--- config.mk ---
export PLATFORM = sky130hd
export DESIGN_NAME = psbb_bank
export DESIGN_NICKNAME = d
export VERILOG_FILES = /design/src/psbb_pkg.sv /design/src/psbb_bank.sv
export SDC_FILE = /design/constraint.sdc
export NUM_CORES = 2
export LEC_CHECK = 0
export BUFFER_PORTS_ARGS = -buffer_cell sky130_fd_sc_hd__buf_2
export CAP_MARGIN = 15
export CELL_PAD_IN_SITES_DETAIL_PLACEMENT = 1
export CELL_PAD_IN_SITES_GLOBAL_PLACEMENT = 1
export CORE_AREA = 2 2 734 736
export CTS_BUF_LIST = sky130_fd_sc_hd__clkbuf_16
export CTS_CLUSTER_SIZE = 14
export DETAILED_ROUTE_END_ITERATION = 7
export DIE_AREA = 0 0 736 738
export HOLD_SLACK_MARGIN = 0.12
export PLACE_DENSITY_LB_ADDON = 0.1
export SETUP_SLACK_MARGIN = 0.4
export SYNTH_ARGS = -nofsm -noshare
export SYNTH_HDL_FRONTEND = slang
export SYNTH_SLANG_ARGS = --single-unit
--- constraint.sdc ---
create_clock -name clk -period 5.8 [get_ports clk]
set_input_delay 0.58 -clock clk [delete_from_list [all_inputs] [get_ports clk]]
set_output_delay 0.58 -clock clk [all_outputs]
set_load 0.02 [all_outputs]
--- src/psbb_pkg.sv ---
package psbb_pkg;

    // Store geometry: two byte-wide banks, even and odd byte addresses
    localparam int STORE_BYTES = 1024;
    localparam int ROW_COUNT   = STORE_BYTES / 2;
    localparam int ROW_W       = $clog2(ROW_COUNT);
    localparam int BYTE_IDX_W  = $clog2(STORE_BYTES);

    // Bit positions and bit length
    localparam int POS_W     = 14;
    localparam int BIT_LIMIT = STORE_BYTES * 8;

    // Register fields
    localparam int WIDTH_W = 4;
    localparam int CAP_W   = 14;
    localparam int CFG_W   = 14;

    // Register indexes
    localparam logic CFG_SYMBOL_WIDTH = 1'b0;
    localparam logic CFG_CAPACITY     = 1'b1;

    // Command codes
    localparam logic [2:0] FUNC_APPEND    = 3'd0;
    localparam logic [2:0] FUNC_READ      = 3'd1;
    localparam logic [2:0] FUNC_RESET_ALL = 3'd2;
    localparam logic [2:0] FUNC_RESET_RD  = 3'd3;
    localparam logic [2:0] FUNC_RESET_WR  = 3'd4;

    // Access to one bank
    typedef struct packed {
        logic             we;
        logic [ROW_W-1:0] waddr;
        logic [7:0]       wdata;
        logic             re;
        logic [ROW_W-1:0] raddr;
    } bank_req_t;

endpackage

--- src/psbb_bank.sv ---
module psbb_bank (
    input  logic                clk,
    input  psbb_pkg::bank_req_t req,
    output logic [7:0]          rdata
);
    import psbb_pkg::*;

    logic [7:0] mem [ROW_COUNT];
    logic [7:0] rdata_reg;

    // Write port
    always_ff @(posedge clk)
    begin
        if (req.we)
        begin
            mem[req.waddr] <= req.wdata;
        end
    end

    // Registered read port; data holds until the next read
    always_ff @(posedge clk)
    begin
        if (req.re)
        begin
            rdata_reg <= mem[req.raddr];
        end
    end

    assign rdata = rdata_reg;

endmodule

==> results.json <==
{
  "cts_root_buffer": "clkbuf_16",
  "rsz0062_at_grt": "false",
  "dpl.hpwl_mm": 323,
  "antenna_found_initial": 46,
  "clock_sinks": 4104,
  "power.total_mw": 64.5,
  "die_w_um": 736,
  "worstPathArrival_ns": 4.99,
  "critPathKind": "input port to flop",
  "timing.setup.tns_ns": 0,
  "whs_endpoint": "rdata[0]",
  "synth_edf_count": 4104,
  "grt_max_degree": 172,
  "synth.most_common_cell": "edfxtp_1",
  "placed_cells": 14900,
  "finalClockSkew_ns": 0.0711,
  "hold_path_depth": 1,
  "synthFlopType": "edfxtp_1",
  "h-tree-depth": 5,
  "final_layout_size_suffix_gt1_share_pct": 19.0,
  "synth_seq_cells": 4104,
  "die_area_um2": 543000,
  "maxSlewHeadroom_pct": 0.545,
  "timing.critical_path.from": "req[1]",
  "netlist_top_cells_area": "edfxtp_1 (77%), mux4_2 (9.2%), mux2i_1 (5.0%), o221ai_1 (2.0%), nor2_1 (1.4%)",
  "clockBufferDepth": 4,
  "tightest_slew_ns": 1.49,
  "cp_max_fo": 47,
  "seq_area_frac_synth_pct": 77.0,
  "p_leak_nw": 57.7,
  "vias_per_cell": 5.14,
  "fp.dieH_um": 738,
  "postRouteAntennaNets": 0,
  "core_area_um2": 535000,
  "placementRows": 269,
  "r2r-start": "mem[267][5]",
  "max_freq_ghz": 0.242,
  "synth.distinct_cells": 50,
  "yosysWarningCount": 0,
  "wl_mm": 520,
  "grt-ovfl-total": 0,
  "cts_tree": "yes",
  "power.ir.vdd_worst_uv": 243,
  "hold_path.startpoint": "req[9]",
  "async_flop_share_pct": 0,
  "hp-class": "input port to flop",
  "start_kind": "input port",
  "grt_pass1_wl_mm": 720,
  "synth.avg_cell_area_um2": 19.9,
  "nets": 8331,
  "r2r_slack_ns": 2.07,
  "drv_slew": 0,
  "drt_iter0_drc": 7034,
  "r2r-end": "rdata[5]",
  "post_drt_wl_per_cell_um": 33.0,
  "max_cap_viol_count": 0,
  "num-fill-cells": 52400,
  "areaGrowthSynthToFinish_pct": 15.2,
  "drtPass1Iterations": 5,
  "portBuffers": 36,
  "final.period_utilization_pct": 71.2,
  "r2r.worst_path.cells": 8,
  "grt_use_total_pct": 18.8,
  "status": "completed",
  "cts_buffers": 460,
  "boundaryPins": 37,
  "min_period_ns": 4.13,
  "clock_latency_ns": 1.04,
  "final_cells": 15700,
  "start_util_pct": 29.9,
  "synth_top_area_share_pct": 77.0,
  "required_ns": 6.66,
  "drc_errors": 0,
  "synthCells": 8030,
  "finalSetupViolCount": 0,
  "syn_nets": 8059,
  "final_hold_viol_count": 0,
  "yosysTopAreaCell": "edfxtp_1",
  "synth_common_cells": "edfxtp_1 (4104), mux2i_1 (797), mux4_2 (654)",
  "worstSetupEndpointType": "flop",
  "gp_congestion": 0.781,
  "largest_reg_flops": 4096,
  "grt_pass1_vias": 85700,
  "path_clk_slew_ns": 0.06,
  "netlist_area_um2": 160000,
  "power_density_nw_per_um2": 350,
  "routed-via-count": 81000
}
[metrics by stage]
stage / hold WS, ns / util [%] / setup WS [ns] / area (um^2)
floorplan: 0.679 / - / 3.11 / 160000
global placement: 1.02 / 31.7 / 0.177 / 169000
detailed placement: 1.03 / 31.7 / 0.554 / 170000
CTS: 0.137 / 34.4 / 1.63 / 184000
global route: 0.143 / 34.4 / 1.54 / 184000
finish: 0.225 / 34.4 / 1.67 / 184000
[how the worst max path moves through the flow]
| stage | end | cells past startpoint |
|---|---|---|
| floorplan | rdata[0] | 10 |
| global placement | rdata[3] | 8 |
| detailed placement | rdata[5] | 11 |
| CTS | rdata[5] | 11 |
| global route | rdata[5] | 11 |
| finish | rdata[5] | 11 |
[report_power, final]
part	switching [mW]	internal [mW]	total (mW)
logic	2.28	0.983	3.26
registers	0.0297	32.7	32.7
clock network	12.3	16.2	28.5
total	14.6	49.9	64.5
[critical path, stage by stage]
cell and delay, ns:
buf_8 0.30, nand2b_4 0.34, buf_12 0.32, buf_4 0.29, o221ai_1 0.27, nor3_1 0.09, nor4_1 1.03, o311ai_1 0.24
nor4_1 0.82, buf_4 0.30, o2111a_1 0.19
[repair_timing]
item | CTS | global route
setup buffers | 0 | 0
endpoints found under the hold margin | 194 | 0
resized for setup | 0 | 0
setup endpoints to repair | 0 | 0
hold buffers | 8 | 0
[layout make-up]
type	instances	area, um^2	area share, %
Antenna cell	15	37.5	0.0204
Clock buffer	464	11600	6.30
Clock inverter	374	3040	1.65
Inverter	3	20.0	0.0109
Multi-Input combinational cell	3410	34100	18.5
Sequential cell	4104	123000	66.9
Tap cell	7046	8820	4.78
Timing Repair Buffer	323	3420	1.86
[cells by family (layout without fill, tap and decap cells)]
kind of cell,after synthesis,in the layout,share of synthesized area (%)
flip-flops,4104,4104,77.0
multiplexers,1451,1451,14.2
AND/OR/NAND/NOR,980,980,2.63
AO/OA/AOI/OAI,979,979,4.31
buffers and inverters,516,1164,1.85
other,0,15,0
[per-layer routing]
| metal | vias to the layer above | track usage [%] | routed length, um |
|---|---|---|---|
| met4 | 8 | 3.76 | 11100 |
| met2 | 1844 | 31.9 | 255000 |
| met1 | 44400 | 26.0 | 231000 |
| met5 | - | 0 | 46 |
| li1 | 34100 | - | - |
| met3 | 591 | 2.48 | 22700 |
[layout by cell type, fill, tap and decap left out, types with 96 or more instances in the layout]
| master | synthesis | layout |
|---|---|---|
| nor3_1 | 109 | 106 |
| a21oi_1 | 194 | 194 |
| o221ai_1 | 371 | 371 |
| o22ai_1 | 163 | 163 |
| clkinv_1 | 0 | 119 |
| nor2_1 | 597 | 594 |
| mux4_2 | 654 | 654 |
| mux2i_1 | 797 | 797 |
| clkbuf_16 | 0 | 464 |
| edfxtp_1 | 4104 | 4104 |
| o21ai_0 | 118 | 117 |
| buf_4 | 70 | 199 |
| nand2_1 | 111 | 96 |
Note: power is estimated with default switching activity, not from simulation.
